<file path="src/hdl/asr_pkg.sv">
// ----------------------------------------------------------------------------
// asr_pkg
// Shared widths, constants and the beat record of the arcsine pipeline.
// ----------------------------------------------------------------------------
package asr_pkg;

  localparam int SERIES_TERMS_DEF = 6;
  localparam int FRAC_BITS_DEF    = 16;

  localparam int IN_W  = 18;  // argument and angle width
  localparam int Q_W   = 32;  // internal Q0.32 width
  localparam int SUM_W = 34;  // series accumulator
  localparam int REM_W = 11;  // holds twice the largest term divisor

  localparam logic [IN_W-1:0] MAG_MAX   = 18'h1FFFF;
  localparam logic [IN_W-1:0] ANGLE_MIN = 18'h20000;
  localparam logic [36:0]     HALF_PI_Q32 = 37'h1921FB544;

  typedef struct packed {
    logic             vld;
    logic             neg;
    logic             clamp;
    logic [Q_W-1:0]   term;
    logic [Q_W-1:0]   x2;
    logic [SUM_W-1:0] sum;
  } asr_beat_t;

  // pi/2 rounded half up to frac_bits fraction bits, limited to MAG_MAX
  function automatic logic [IN_W-1:0] asr_half_pi(input int unsigned frac_bits);
    logic [36:0] rnd;
    int unsigned sh;
    sh  = 32 - frac_bits;
    rnd = (HALF_PI_Q32 + (37'd1 << (sh - 1))) >> sh;
    return (rnd > 37'(MAG_MAX)) ? MAG_MAX : rnd[IN_W-1:0];
  endfunction

endpackage

</file>
<file path="src/hdl/asr_front.sv">
// ----------------------------------------------------------------------------
// asr_front
// Input register, magnitude and clamp detect, then x squared in Q0.32.
// ----------------------------------------------------------------------------
module asr_front import asr_pkg::*; #(
  parameter int FRAC_BITS = FRAC_BITS_DEF
) (
  input  logic                   clk,
  input  logic                   rst_n,
  input  logic                   en,
  input  logic                   in_valid,
  input  logic signed [IN_W-1:0] in_x_value,
  output asr_beat_t              out_beat
);

  localparam int          SHL = Q_W - FRAC_BITS;
  localparam logic [Q_W-1:0] ONE = Q_W'(64'd1 << FRAC_BITS);

  asr_beat_t         p0_r, p0_nxt;
  asr_beat_t         p1_r, p1_nxt;
  logic [IN_W-1:0]   xu;
  logic [IN_W-1:0]   mag;
  logic [2*Q_W-1:0]  sq;

  always_comb begin
    xu  = in_x_value;
    mag = xu[IN_W-1] ? (~xu + 1'b1) : xu;
    p0_nxt       = '0;
    p0_nxt.vld   = in_valid;
    p0_nxt.neg   = xu[IN_W-1];
    p0_nxt.clamp = (Q_W'(mag) >= ONE);
    p0_nxt.term  = Q_W'(mag) << SHL;
  end

  // series starts with term = a, sum = 0 (total is always sum + term)
  always_comb begin
    sq        = (2*Q_W)'(p0_r.term) * (2*Q_W)'(p0_r.term);
    p1_nxt    = p0_r;
    p1_nxt.x2 = sq[2*Q_W-1:Q_W];
  end

  always_ff @(posedge clk) begin
    if (!rst_n) begin
      p0_r.vld <= 1'b0;
      p1_r.vld <= 1'b0;
    end else if (en) begin
      p0_r <= p0_nxt;
      p1_r <= p1_nxt;
    end
  end

  assign out_beat = p1_r;

endmodule

</file>
<file path="config.mk">
export PLATFORM = sky130hd
export DESIGN_NAME = asr_front
export DESIGN_NICKNAME = d
export VERILOG_FILES = /design/src/hdl/asr_pkg.sv /design/src/hdl/asr_front.sv
export SDC_FILE = /design/constraint.sdc
export NUM_CORES = 1
export LEC_CHECK = 0
export ABC_AREA = 1
export BUFFER_PORTS_ARGS = -buffer_cell sky130_fd_sc_hd__buf_2
export CORE_ASPECT_RATIO = 2
export CORE_MARGIN = 10
export CORE_UTILIZATION = 65
export DETAILED_ROUTE_END_ITERATION = 16
export PLACE_DENSITY = 0.84
export SYNTH_ARGS = -nofsm -noshare
export SYNTH_HDL_FRONTEND = slang
export SYNTH_SLANG_ARGS = --single-unit
</file>
<file path="constraint.sdc">
create_clock -name clk -period 9.3 [get_ports clk]
set_clock_uncertainty 0.05 [all_clocks]
set_input_delay 0.465 -clock clk [delete_from_list [all_inputs] [get_ports clk]]
set_output_delay 0.465 -clock clk [all_outputs]
set_load 0.02 [all_outputs]
</file>
==> results.cfg <==
[outcome]
outcome = finished, final reports clean

[worst_setup_path]
crit_arrival_ns = 6.15
cp.buffers_inverters = 7
crit_type = flop to flop
path_cells = nand2_1 > inv_1 > fa_1 > inv_1 > fa_1 > inv_1 > fa_1 > inv_1 > fa_1 > inv_1 > fa_1 > inv_1 > fa_1 > inv_1 > ha_1 > nand2_1 > nand2_1 > nand2_1 > nand2_1 > nand3b_2 > nand2_1 > nand2_1 > nand2_1 > nand2_1
cp-start-kind = flop
cp.required_ns = 9.34
timing.rr.end = out_beat[56]
r2r_setup_slack_ns = 3.19
cp_slowest_stage_delay_ns = 0.79
cp_slowest_cell = edfxtp_1
cp_max_fo = 18
r2r_start = p0_r[90]
cp_top_family = adder cells
crit_top_cell = nand2_1
critPathCaptureType = flop
worstRegToRegCells = 24

[layout]
nNetsFinal = 1688
fillers = 1358
layout_common_cells = inv_1 (394), nand2_1 (331), fa_1 (162)
layout-drive-gt1-share = 0.0974
final_common_cell = inv_1
syn_to_final_growth_pct = 5.85

[clocking]
cts_buffers = 9
holdBufCountCts = 0
clk_latency_ns = 0.34
tritoncts = built
clkTransAtPathRegs_ns = 0.06
clock_sinks = 68
postCtsSetupRepairBufs = 0
ctsResizeCount = 0
h-tree-depth = 3
cts-root-buf = clkbuf_16
ctsLongestPathBuffers = 2

[floorplanning]
start_util = 0.660
ioPinCount = 123
die_h_um = 205
die_x_um = 112
fp-row-count = 67
coreArea_sq_um = 16800
fp.dieArea_sq_um = 23000

[route]
drt_pass1_iterations = 7
vias = 8333
drt-initial-drc-count = 396
ant_nets = 0
drt-wirelength-per-cell_um = 16.0
post_drt_via_cell_ratio = 5.16
drt-total-wl_mm = 25.9
drc = 0

[timing]
min_period_ns = 6.11
fmax_mhz = 164
rsz0062_at_grt = false
post-route-period-util = 0.657
hold_viol = 0
worst-slew-pin-transition_ns = 0.981
setup-tns-final_ns = 0
slew_headroom = 0.346
setup_viol = 0
drv_slew = 0

[logic_synthesis]
ys_warn_count = 0
synth.cell_area_sq_um = 11100
ys_top_cells_by_area = fa_1 (29%), edfxtp_1 (18%), inv_1 (13%)
ys_ff_latch = 68
syn_avg_cell_area_sq_um = 8.21
yosys.area.top_type = fa_1
seq_area_frac_synth = 0.183
synth_top_area_share = 0.293
synth.distinct_cells = 34
postSynthCellCount = 1349

[min_path]
holdCritPathClass = primary input to flop
min-delay-start = in_x_value[0]
holdPathStages = 1
min_to = p0_r[82]

[placement]
portBuffers = 71
dp_hpwl_mm = 21.2
place_congestion = 0.976

[grt]
overflow = 0
grt_pass1_wl_mm = 43.5
grt_max_degree = 67
first_global_vias = 9440
grt_usage = 0.234
antenna_found_initial = 1

[job]
maxCapViolCount = 0
## metrics by stage
stage	cells	hold WS [ns]	area, sq um	setup WS [ns]	utilization
finish	1615	0.271	11700	3.19	0.699
global route	1615	0.265	11700	2.91	0.699
CTS	1614	0.261	11700	3.24	0.699
detailed placement	1598	0.355	11400	3.26	0.679
global placement	1598	0.350	11400	3.28	0.679
floorplan	1399	0.350	11300	3.81	-
## area by class of cell
type / count / area (sq um) / share of cell area
Clock inverter: 6 / 93.8 / 0.00801
Multi-Input combinational cell: 852 / 7240 / 0.617
Tap cell: 207 / 259 / 0.0221
Antenna cell: 1 / 2.50 / 0.000214
Clock buffer: 10 / 239 / 0.0204
Inverter: 397 / 1490 / 0.127
Timing Repair Buffer: 74 / 378 / 0.0322
Sequential cell: 68 / 2020 / 0.173
## logic make-up (layout without fill, tap and decap cells)
kind of cell | after synthesis | in the layout | share of synthesized area
compound gates | 35 | 35 | 0.0175
xor+xnor | 40 | 40 | 0.0316
fa+ha+maj | 264 | 264 | 0.408
buf+inv | 479 | 487 | 0.181
flops | 68 | 68 | 0.183
other cells | 1 | 52 | 0.000339
simple gates | 462 | 462 | 0.179
## state kept, by name (all words and copies together) (netlist names)
register	count
out_beat	49
p0_r	19
## synthesized netlist by cell type
| cell | instances |
|---|---|
| nor2_1 | 46 |
| a31o_2 | 1 |
| buf_2 | 7 |
| buf_4 | 52 |
| nor2_4 | 5 |
| conb_1 | 1 |
| nand4_1 | 6 |
| edfxtp_1 | 66 |
| and2_1 | 1 |
| nand3b_2 | 1 |
| ha_1 | 102 |
| nand2_2 | 15 |
| a21oi_1 | 21 |
| a21o_1 | 2 |
| o21bai_1 | 3 |
| nand2_1 | 331 |
| nor3_1 | 4 |
| fa_1 | 162 |
| xor2_1 | 33 |
| inv_2 | 1 |
| inv_1 | 395 |
| or2_2 | 4 |
| clkbuf_1 | 23 |
| nand3b_4 | 1 |
| xnor2_1 | 7 |
| a31oi_1 | 2 |
| dfxtp_1 | 2 |
| nand3_2 | 7 |
| o21ai_0 | 6 |
| nor2_2 | 10 |
| nand3b_1 | 1 |
| clkinv_1 | 1 |
| nand3_1 | 29 |
| nor3_2 | 1 |
## how the worst max path moves through the flow
stage / start / end / slack [ns] / depth (start not counted)
3_5_place_dp: p0_r[90] / out_beat[56] / 3.26 / 24
4_1_cts: p0_r[89] / out_beat[56] / 3.24 / 22
5_1_grt: p0_r[90] / out_beat[64] / 2.91 / 24
6_report: p0_r[90] / out_beat[56] / 3.19 / 24
2_1_floorplan: p0_r[84] / out_beat[64] / 3.81 / 22
3_3_place_gp: p0_r[89] / out_beat[56] / 3.28 / 22
## worst register-to-register path: cells and delay by family (launching register included)
family | cells | cell delay (ns)
buffers and inverters | 7 | 0.41
adder cells (fa/ha/maj) | 7 | 3.44
AND/OR/NAND/NOR | 10 | 1.16
flip-flops | 1 | 0.79
## routing by layer
metal	global-route usage	vias to the layer above	share of wire
met5	0	-	0
met1	0.232	4017	0.34
met3	0.0375	93	0.053
met2	0.444	310	0.56
li1	-	3913	-
met4	0.132	0	0.052
Power is left out: the tool's default activity adds up to more than one toggle a clock period on the data nets, which glitch-free logic cannot reach.
