==> config.mk <==
export PLATFORM = sky130hd
export DESIGN_NAME = asr_back
export DESIGN_NICKNAME = d
export VERILOG_FILES = /design/src/hdl/asr_pkg.sv /design/src/hdl/asr_back.sv
export SDC_FILE = /design/constraint.sdc
export NUM_CORES = 1
export LEC_CHECK = 0
export BUFFER_PORTS_ARGS = -buffer_cell sky130_fd_sc_hd__buf_2
export CORE_ASPECT_RATIO = 0.7
export CORE_MARGIN = 2
export CORE_UTILIZATION = 55
export DETAILED_ROUTE_END_ITERATION = 6
export HOLD_SLACK_MARGIN = 0.02
export PLACE_DENSITY = 0.86
export SYNTH_ARGS = -nofsm -noshare
export SYNTH_HDL_FRONTEND = slang
export SYNTH_SLANG_ARGS = --single-unit
==> constraint.sdc <==
create_clock -name clk -period 8.2 [get_ports clk]
set_input_delay 0.82 -clock clk [delete_from_list [all_inputs] [get_ports clk]]
set_output_delay 0.82 -clock clk [all_outputs]
set_load 0.005 [all_outputs]
==> src/hdl/asr_pkg.sv <==
// ----------------------------------------------------------------------------
// asr_pkg
// Shared widths, constants and the beat record of the arcsine pipeline.
// ----------------------------------------------------------------------------
package asr_pkg;

  localparam int SERIES_TERMS_DEF = 6;
  localparam int FRAC_BITS_DEF    = 16;

  localparam int IN_W  = 18;  // argument and angle width
  localparam int Q_W   = 32;  // internal Q0.32 width
  localparam int SUM_W = 34;  // series accumulator
  localparam int REM_W = 11;  // holds twice the largest term divisor

  localparam logic [IN_W-1:0] MAG_MAX   = 18'h1FFFF;
  localparam logic [IN_W-1:0] ANGLE_MIN = 18'h20000;
  localparam logic [36:0]     HALF_PI_Q32 = 37'h1921FB544;

  typedef struct packed {
    logic             vld;
    logic             neg;
    logic             clamp;
    logic [Q_W-1:0]   term;
    logic [Q_W-1:0]   x2;
    logic [SUM_W-1:0] sum;
  } asr_beat_t;

  // pi/2 rounded half up to frac_bits fraction bits, limited to MAG_MAX
  function automatic logic [IN_W-1:0] asr_half_pi(input int unsigned frac_bits);
    logic [36:0] rnd;
    int unsigned sh;
    sh  = 32 - frac_bits;
    rnd = (HALF_PI_Q32 + (37'd1 << (sh - 1))) >> sh;
    return (rnd > 37'(MAG_MAX)) ? MAG_MAX : rnd[IN_W-1:0];
  endfunction

endpackage

==> src/hdl/asr_back.sv <==
// ----------------------------------------------------------------------------
// asr_back
// Final sum, round to the output format, saturate, clamp select and sign.
// ----------------------------------------------------------------------------
module asr_back import asr_pkg::*; #(
  parameter int FRAC_BITS = FRAC_BITS_DEF
) (
  input  logic                   clk,
  input  logic                   rst_n,
  input  logic                   en,
  input  asr_beat_t              in_beat,
  output logic                   out_valid,
  output logic signed [IN_W-1:0] out_angle,
  output logic                   out_clamped
);

  localparam int SHR = Q_W - FRAC_BITS;
  localparam int RW  = SUM_W + 1;
  localparam logic [RW-1:0]   RND_ADD = RW'(1) << (SHR - 1);
  localparam logic [IN_W-1:0] HP_MAG  = asr_half_pi(FRAC_BITS);

  asr_beat_t       f1_r, f1_nxt;
  logic            vld_r;
  logic [IN_W-1:0] angle_r, angle_nxt;
  logic            clamped_r;
  logic [RW-1:0]   rnd_sum;
  logic [RW-1:0]   rnd_q;
  logic [IN_W-1:0] mag_sat;
  logic [IN_W-1:0] mag_sel;

  always_comb begin
    f1_nxt     = in_beat;
    f1_nxt.sum = in_beat.sum + SUM_W'(in_beat.term);
  end

  always_comb begin
    rnd_sum   = RW'(f1_r.sum) + RND_ADD;
    rnd_q     = rnd_sum >> SHR;
    mag_sat   = (rnd_q > RW'(MAG_MAX)) ? MAG_MAX : rnd_q[IN_W-1:0];
    mag_sel   = f1_r.clamp ? HP_MAG : mag_sat;
    angle_nxt = f1_r.neg ? (~mag_sel + 1'b1) : mag_sel;
  end

  always_ff @(posedge clk) begin
    if (!rst_n) begin
      f1_r.vld <= 1'b0;
      vld_r    <= 1'b0;
    end else if (en) begin
      f1_r      <= f1_nxt;
      vld_r     <= f1_r.vld;
      angle_r   <= angle_nxt;
      clamped_r <= f1_r.clamp;
    end
  end

  assign out_valid   = vld_r;
  assign out_angle   = angle_r;
  assign out_clamped = clamped_r;

endmodule

==> impl_metrics.py, run 1 <==
metrics = {
    "status": {
        "status": "finished clean",
    },
    "final_layout": {
        "final_core_util": 0.6671,
        "filler_cell_count_in_the_final_layout": 499,
        "num_antenna_cells": 0,
        "final_layout_size_suffix_gt1_frac": 0.2584,
        "finish.net_count": 612,
        "area_growth_syn_to_layout_pct": 16.05,
    },
    "die": {
        "boundaryPins": 124,
        "die_height_um": 71.92,
        "floorplan_core_area_um2": 6306,
        "die_x_um": 101.0,
        "start_util": 0.5748,
        "row_count": 24,
        "die_area_um2": 7266,
    },
    "synthesis": {
        "mappedNetlistNets": 521,
        "synth-async-reset-ratio": 0,
        "synthesis.yosys.warnings": 0,
        "synth_top_family_by_area": "simple AND/OR/NAND/NOR gates",
        "post_synth_inst_count": 384,
        "netlist_area_um2": 3625,
        "synth_compound_area_frac": 0.1947,
        "muxShareOfSynthArea": 0.01139,
        "area_fraction_in_and_or_nand_and_nor_cells_after_synthesis": 0.2106,
        "synth-seq-area-share": 0.3424,
        "synth-xor-area-share": 0.09665,
        "post_synth_fa_ha_maj_area_fraction": 0.1139,
        "post_synth_most_frequent_cells": "sky130_fd_sc_hd__edfxtp_1, sky130_fd_sc_hd__a21oi_1, sky130_fd_sc_hd__ha_1, sky130_fd_sc_hd__nand2_1, sky130_fd_sc_hd__xnor2_1",
        "netlist-cell-type-count": 65,
        "ys_seq_elements": 42,
        "synth-edff-count": 40,
        "synth_top_cells_by_area": "sky130_fd_sc_hd__edfxtp_1, sky130_fd_sc_hd__ha_1, sky130_fd_sc_hd__xnor2_1, sky130_fd_sc_hd__a21oi_1, sky130_fd_sc_hd__xor2_1",
        "yosysMostFrequentCell": "sky130_fd_sc_hd__edfxtp_1",
        "synth_ff_type": "sky130_fd_sc_hd__edfxtp_1",
        "post_synth.cell_area_avg_um2": 9.439,
        "leading_area_contributor_after_synthesis": "sky130_fd_sc_hd__edfxtp_1",
        "proportion_of_netlist_area_held_by_the_largest_area_contributor": 0.3314,
    },
    "global_routing": {
        "grt_start_max_net_pins": 41,
        "global_route_wire_length_before_repair_mm": 13.33,
        "grtUsageTotal": 0.2264,
        "globalRouteOverflowTotal": 0,
        "antenna_violations_before_repair": 0,
        "first_global_vias": 2909,
    },
    "critical_path": {
        "worst_ep_required_time_ns": 8.24,
        "critPathKind": "reg2reg",
        "critical_path_arrival_ns": 3.74,
        "critical_path_fanouts_max": 12,
        "critical_path.endpoint_type": "flop",
        "startpoint_type": "flop",
    },
    "drt": {
        "highest_layer": "met4",
        "drtIter0Drc": 197,
        "ant_nets": 0,
        "detail_route.drc_violations": 0,
        "first_pass_iters": 5,
        "viasPerCell": 5.899,
        "met1_length_mm": 3.721,
        "detail_route.wl_per_cell_um": 14.30,
        "dr_total_vias": 3268,
        "met2RoutedLength_mm": 3.433,
        "totalWireLength_mm": 7.921,
        "met3RoutedLength_um": 630,
    },
    "timing": {
        "max_clock_freq_ghz": 0.2707,
        "worst-slew-pin-transition_ns": 0.8698,
        "rsz0062_at_grt": "no",
        "timing.final.hold_violations": 0,
        "timing.final.crit_period_ns": 3.694,
        "slew_headroom": 0.4201,
        "slew_viol_final": 0,
        "timing.final.setup_violations": 0,
        "final.setup_skew_ns": 0.003919,
        "setup_tns_ns": 0,
        "min_period_over_period": 0.4505,
        "holdWs_ns": 0.5289,
    },
    "pwr": {
        "pwr-share-seq": 0.465,
        "power.combinational.fraction": 0.311,
        "power_density_nw_per_um2": 143.5,
        "power.leakage_uw": 0.001760,
        "p_sw_frac": 0.3125,
        "power.net_switching_uw": 188.6,
        "cellInternalPower_uw": 415.1,
        "ir_worst_vdd_v": 0.00006374,
        "power.share.clock": 0.224,
    },
    "clock_network": {
        "cts_tree": "yes",
        "cts.reportedPaths.clkPinSlew_ns": 0.07,
        "cts_hold_buf": 0,
        "cts-root-to-sink-buffers": 2,
        "clock_insertion_delay_worst_skew_ns": 0.29,
        "cts-buffers-inserted": 5,
        "cts-resized-gates": 0,
        "ctsRootBufferMaster": "sky130_fd_sc_hd__clkbuf_8",
        "clock_sink_count": 42,
        "post_cts_setup_buffers": 0,
        "deepest_level_of_the_cts_h_tree": 2,
    },
    "placement": {
        "gp_congestion": 0.9574,
        "place_hpwl_mm": 6.376,
        "portBuffers": 91,
    },
    "hold_path": {
        "hold_class": "reg2reg",
    },
    "run": {
        "drv.max_cap_violation_count": 0,
    },
}
-- stage by stage --
| step | setup slack (ns) | power (µW) | cell area, µm² | std cells |
|---|---|---|---|---|
| 3_3_place_gp | 4.710 | 460.7 | 4116 | 546 |
| 4_1_cts | 4.553 | 603.5 | 4207 | 554 |
| 2_1_floorplan | 5.117 | 416.5 | 3625 | 384 |
| 6_report | 4.506 | 603.7 | 4207 | 554 |
| 5_1_grt | 4.258 | 640.7 | 4207 | 554 |
| 3_5_place_dp | 4.641 | 469.4 | 4116 | 546 |
-- cell type report --
type,count,area [µm²],share of cell area
multi-input combinational,323,2273,0.5405
sequential,42,1241,0.2951
timing repair buffer,92,462.9,0.1101
tap,78,97.59,0.02320
clock buffer,8,90.09,0.02142
inverter,11,41.29,0.009816
-- worst max-delay path, cell delays in order, from the launching register on --
cell and delay (ns):
sky130_fd_sc_hd__edfxtp_1 0.40, sky130_fd_sc_hd__ha_1 0.22, sky130_fd_sc_hd__nand2_1 0.15, sky130_fd_sc_hd__nor3_2 0.49, sky130_fd_sc_hd__a31oi_2 0.20, sky130_fd_sc_hd__nor2_2 0.52, sky130_fd_sc_hd__nor2_1 0.06, sky130_fd_sc_hd__or2_2 0.30
sky130_fd_sc_hd__ha_1 0.23, sky130_fd_sc_hd__o21ai_0 0.13, sky130_fd_sc_hd__a21oi_1 0.11, sky130_fd_sc_hd__and3_2 0.23, sky130_fd_sc_hd__nand4_1 0.10, sky130_fd_sc_hd__o21ai_1 0.10, sky130_fd_sc_hd__xnor2_1 0.18
-- routing by layer --
metal  global-route usage  vias up
met4              0.07207        0
met1               0.3242     1450
met3              0.04432       17
met2               0.3496      168
li1                     -     1633
met5                    0        -
-- power groups by stage --
stage / registers (µW) / logic, µW / clock network [µW]
2_1_floorplan: 277 / 139 / 0
3_3_place_gp: 283 / 178 / 0
3_5_place_dp: 285 / 185 / 0
4_1_cts: 280 / 186 / 138
5_1_grt: 284 / 210 / 147
6_report: 281 / 188 / 135
-- flip-flops by register name, indices dropped and copies added (netlist names) --
name,flops
out_clamped,1
f1_r,22
out_angle,18
out_valid,1
-- cell families after synthesis --
group / Yosys count
DFF: 42
xor gates and xnor gates: 40
muxes: 4
buffers and inverters: 19
and+or+nand+nor: 135
AOI/OAI and AO/OA: 111
adders and majority gates: 33
-- placed cells by master, fill, tap and decap left out, types with 5 or more instances in the layout --
cell / count
sky130_fd_sc_hd__buf_2: 91
sky130_fd_sc_hd__edfxtp_1: 40
sky130_fd_sc_hd__a21oi_1: 34
sky130_fd_sc_hd__ha_1: 33
sky130_fd_sc_hd__nand2_1: 30
sky130_fd_sc_hd__xnor2_1: 24
sky130_fd_sc_hd__nor2_1: 23
sky130_fd_sc_hd__o21ai_0: 23
sky130_fd_sc_hd__xor2_1: 16
sky130_fd_sc_hd__nand3_1: 15
sky130_fd_sc_hd__inv_1: 11
sky130_fd_sc_hd__and3_1: 9
sky130_fd_sc_hd__a31oi_1: 8
sky130_fd_sc_hd__nand4_1: 7
sky130_fd_sc_hd__nor2b_1: 7
sky130_fd_sc_hd__nand2b_1: 7
sky130_fd_sc_hd__nor3_1: 6
sky130_fd_sc_hd__clkbuf_8: 6
sky130_fd_sc_hd__a211oi_1: 5
sky130_fd_sc_hd__a21o_1: 5
-- worst paths after layout --
| path | slack (ns) | startpoint | end | depth (start not counted) |
|---|---|---|---|---|
| setup / recovery | 4.51 | f1_r[15] | out_angle[14] | 14 |
| hold / removal | 0.53 | out_valid | out_valid | 2 |
| setup reg to reg | 4.51 | f1_r[15] | out_angle[14] | 14 |
| hold reg to reg | 0.53 | out_valid | out_valid | 2 |
(Power assumes the default switching activity.)
==> run 2, diff against run 1 <==
- CORE_UTILIZATION: 55 -> 46
- PLACE_DENSITY: 0.86 -> 0.77
- clock period: 8.2 -> 3.1 ns (I/O delays scaled with it)
==> impl_metrics.py, run 2 (synthesized netlist as in run 1, its figures left out) <==
metrics = {
    "timing": {
        "timing.final.setup_violations": 0,
        "final.setup_skew_ns": 0.004249,
        "rsz0062_at_grt": "no",
        "worst-slew-pin-transition_ns": 0.6171,
        "timing.final.crit_period_ns": 2.945,
        "slew_headroom": 0.5856,
        "slew_viol_final": 0,
        "holdWs_ns": 0.2017,
        "timing.final.hold_violations": 0,
        "max_clock_freq_ghz": 0.3396,
        "min_period_over_period": 0.9499,
    },
    "pwr": {
        "power_density_nw_per_um2": 400.2,
        "total_power_uw": 1791,
        "power.leakage_uw": 0.001891,
        "ir_worst_vdd_v": 0.0002268,
    },
    "critical_path": {
        "timing.rr.start": "f1_r[16]",
        "critical_path_arrival_ns": 2.96,
        "startpoint_type": "flop",
        "critPathKind": "reg2reg",
        "worst_ep_required_time_ns": 3.12,
        "cp_common_cell": "sky130_fd_sc_hd__ha_2",
        "critical_path_fanouts_max": 4,
        "crit_path_max_incr_delay_ns": 0.41,
        "cpMaxStageDelayCell": "sky130_fd_sc_hd__or3_4",
        "worst_setup_path_startpoint": "f1_r[16]",
        "critical_path.endpoint_type": "flop",
        "timing.critical_path.cells": "ha_2 > nand2_1 > or3_4 > nor4_4 > nor2_2 > o21bai_1 > ha_2 > o21ai_1 > a21oi_2 > and3_4 > nand2_2 > o41ai_4 > xor2_1",
    },
    "die": {
        "die_x_um": 110.1,
        "start_util": 0.4665,
        "boundaryPins": 124,
        "die_area_um2": 8618,
        "floorplan_core_area_um2": 7770,
        "row_count": 27,
        "die_height_um": 78.27,
    },
    "clock_network": {
        "clock_insertion_delay_worst_skew_ns": 0.28,
        "cts-buffers-inserted": 5,
        "cts-root-to-sink-buffers": 2,
        "cts_hold_buf": 0,
        "deepest_level_of_the_cts_h_tree": 2,
        "clock_sink_count": 42,
        "cts_tree": "yes",
        "cts.reportedPaths.clkPinSlew_ns": 0.05,
        "ctsRootBufferMaster": "sky130_fd_sc_hd__clkbuf_16",
    },
    "final_layout": {
        "num_antenna_cells": 0,
        "finish.net_count": 632,
        "mostFrequentLayoutCell": "sky130_fd_sc_hd__buf_2",
        "layout_common_cells": "sky130_fd_sc_hd__buf_2, sky130_fd_sc_hd__edfxtp_1, sky130_fd_sc_hd__a21oi_1, sky130_fd_sc_hd__ha_1, sky130_fd_sc_hd__nand2_1",
        "fin_cells": 597,
        "final_layout_size_suffix_gt1_frac": 0.3024,
        "largest_register": "f1_r",
        "largest_register_ff_count": 22,
        "area_growth_syn_to_layout_pct": 23.47,
    },
    "global_routing": {
        "globalRouteOverflowTotal": 0,
        "antenna_violations_before_repair": 0,
        "grt_start_max_net_pins": 41,
        "first_global_vias": 2962,
        "global_route_wire_length_before_repair_mm": 13.24,
        "grtUsageTotal": 0.1909,
    },
    "drt": {
        "first_pass_iters": 6,
        "detail_route.wl_per_cell_um": 13.72,
        "dr_total_vias": 3316,
        "viasPerCell": 5.554,
        "drtIter0Drc": 169,
        "ant_nets": 0,
        "detail_route.drc_violations": 0,
        "totalWireLength_mm": 8.188,
    },
    "hold_path": {
        "worstHoldStart": "in_beat[99]",
        "hold_class": "in2reg",
    },
    "placement": {
        "place_hpwl_mm": 6.506,
        "portBuffers": 91,
        "post-place-cells": 582,
        "gp_congestion": 0.8852,
    },
    "run": {
        "drv.max_cap_violation_count": 0,
    },
    "status": {
        "status": "finished clean",
    },
}
[run 2: final timing paths]
check	cells after the start	slack, ns	endpoint
max	13	0.16	out_angle[12]
min	1	0.20	f1_r[99]
max reg2reg	13	0.16	out_angle[12]
min reg2reg	2	0.52	out_valid
[run 2: repair_timing]
action                                  4_1_cts  5_1_grt
endpoints found under the hold margin         0        0
endpoints found under the setup margin        2        5
buffers inserted                              1        6
resized for setup                             1        8
pin swaps                                     0        6
[run 2: cell type report]
cell class                 count  area, µm²
timing repair buffer         112      613.1
sequential                    42       1241
tap                          101      126.4
inverter                      11      41.29
multi-input combinational    323       2306
fill                         691       3294
clock inverter                 1      5.005
clock buffer                   7      142.6
[run 2: metrics by stage]
stage	instance area, µm²	util	setup WS, ns	setup TNS (ns)
2_1_floorplan	3625	-	0.01666	0
3_3_place_gp	4243	0.5461	0.1114	0
3_5_place_dp	4243	0.5461	-0.04558	-0.04758
4_1_cts	4403	0.5667	0.01284	0
5_1_grt	4476	0.5760	0.01964	0
6_report	4476	0.5760	0.1552	0
[run 2: worst max-delay path: cells and delay by family, from the launching register on]
family | cells | cell delay [ns]
and+or+nand+nor | 6 | 1.08
DFF | 1 | 0.36
AOI/OAI and AO/OA | 4 | 0.73
xor gates and xnor gates | 1 | 0.11
adders and majority gates | 2 | 0.41
[run 2: power by group]
group / total (µW) / internal, µW / leakage (µW) / switching, µW
combinational: 554 / 256 / 0.00142 / 297
clock: 510 / 319 / 0.0000739 / 192
sequential: 727 / 692 / 0.000394 / 35.4
[run 2: per-layer routing]
metal	track usage	up-vias	part of all wire
met1	0.2683	1480	0.48
met4	0.05625	0	0.021
met3	0.03571	25	0.063
met2	0.2982	136	0.43
li1	-	1675	-
met5	0	-	0
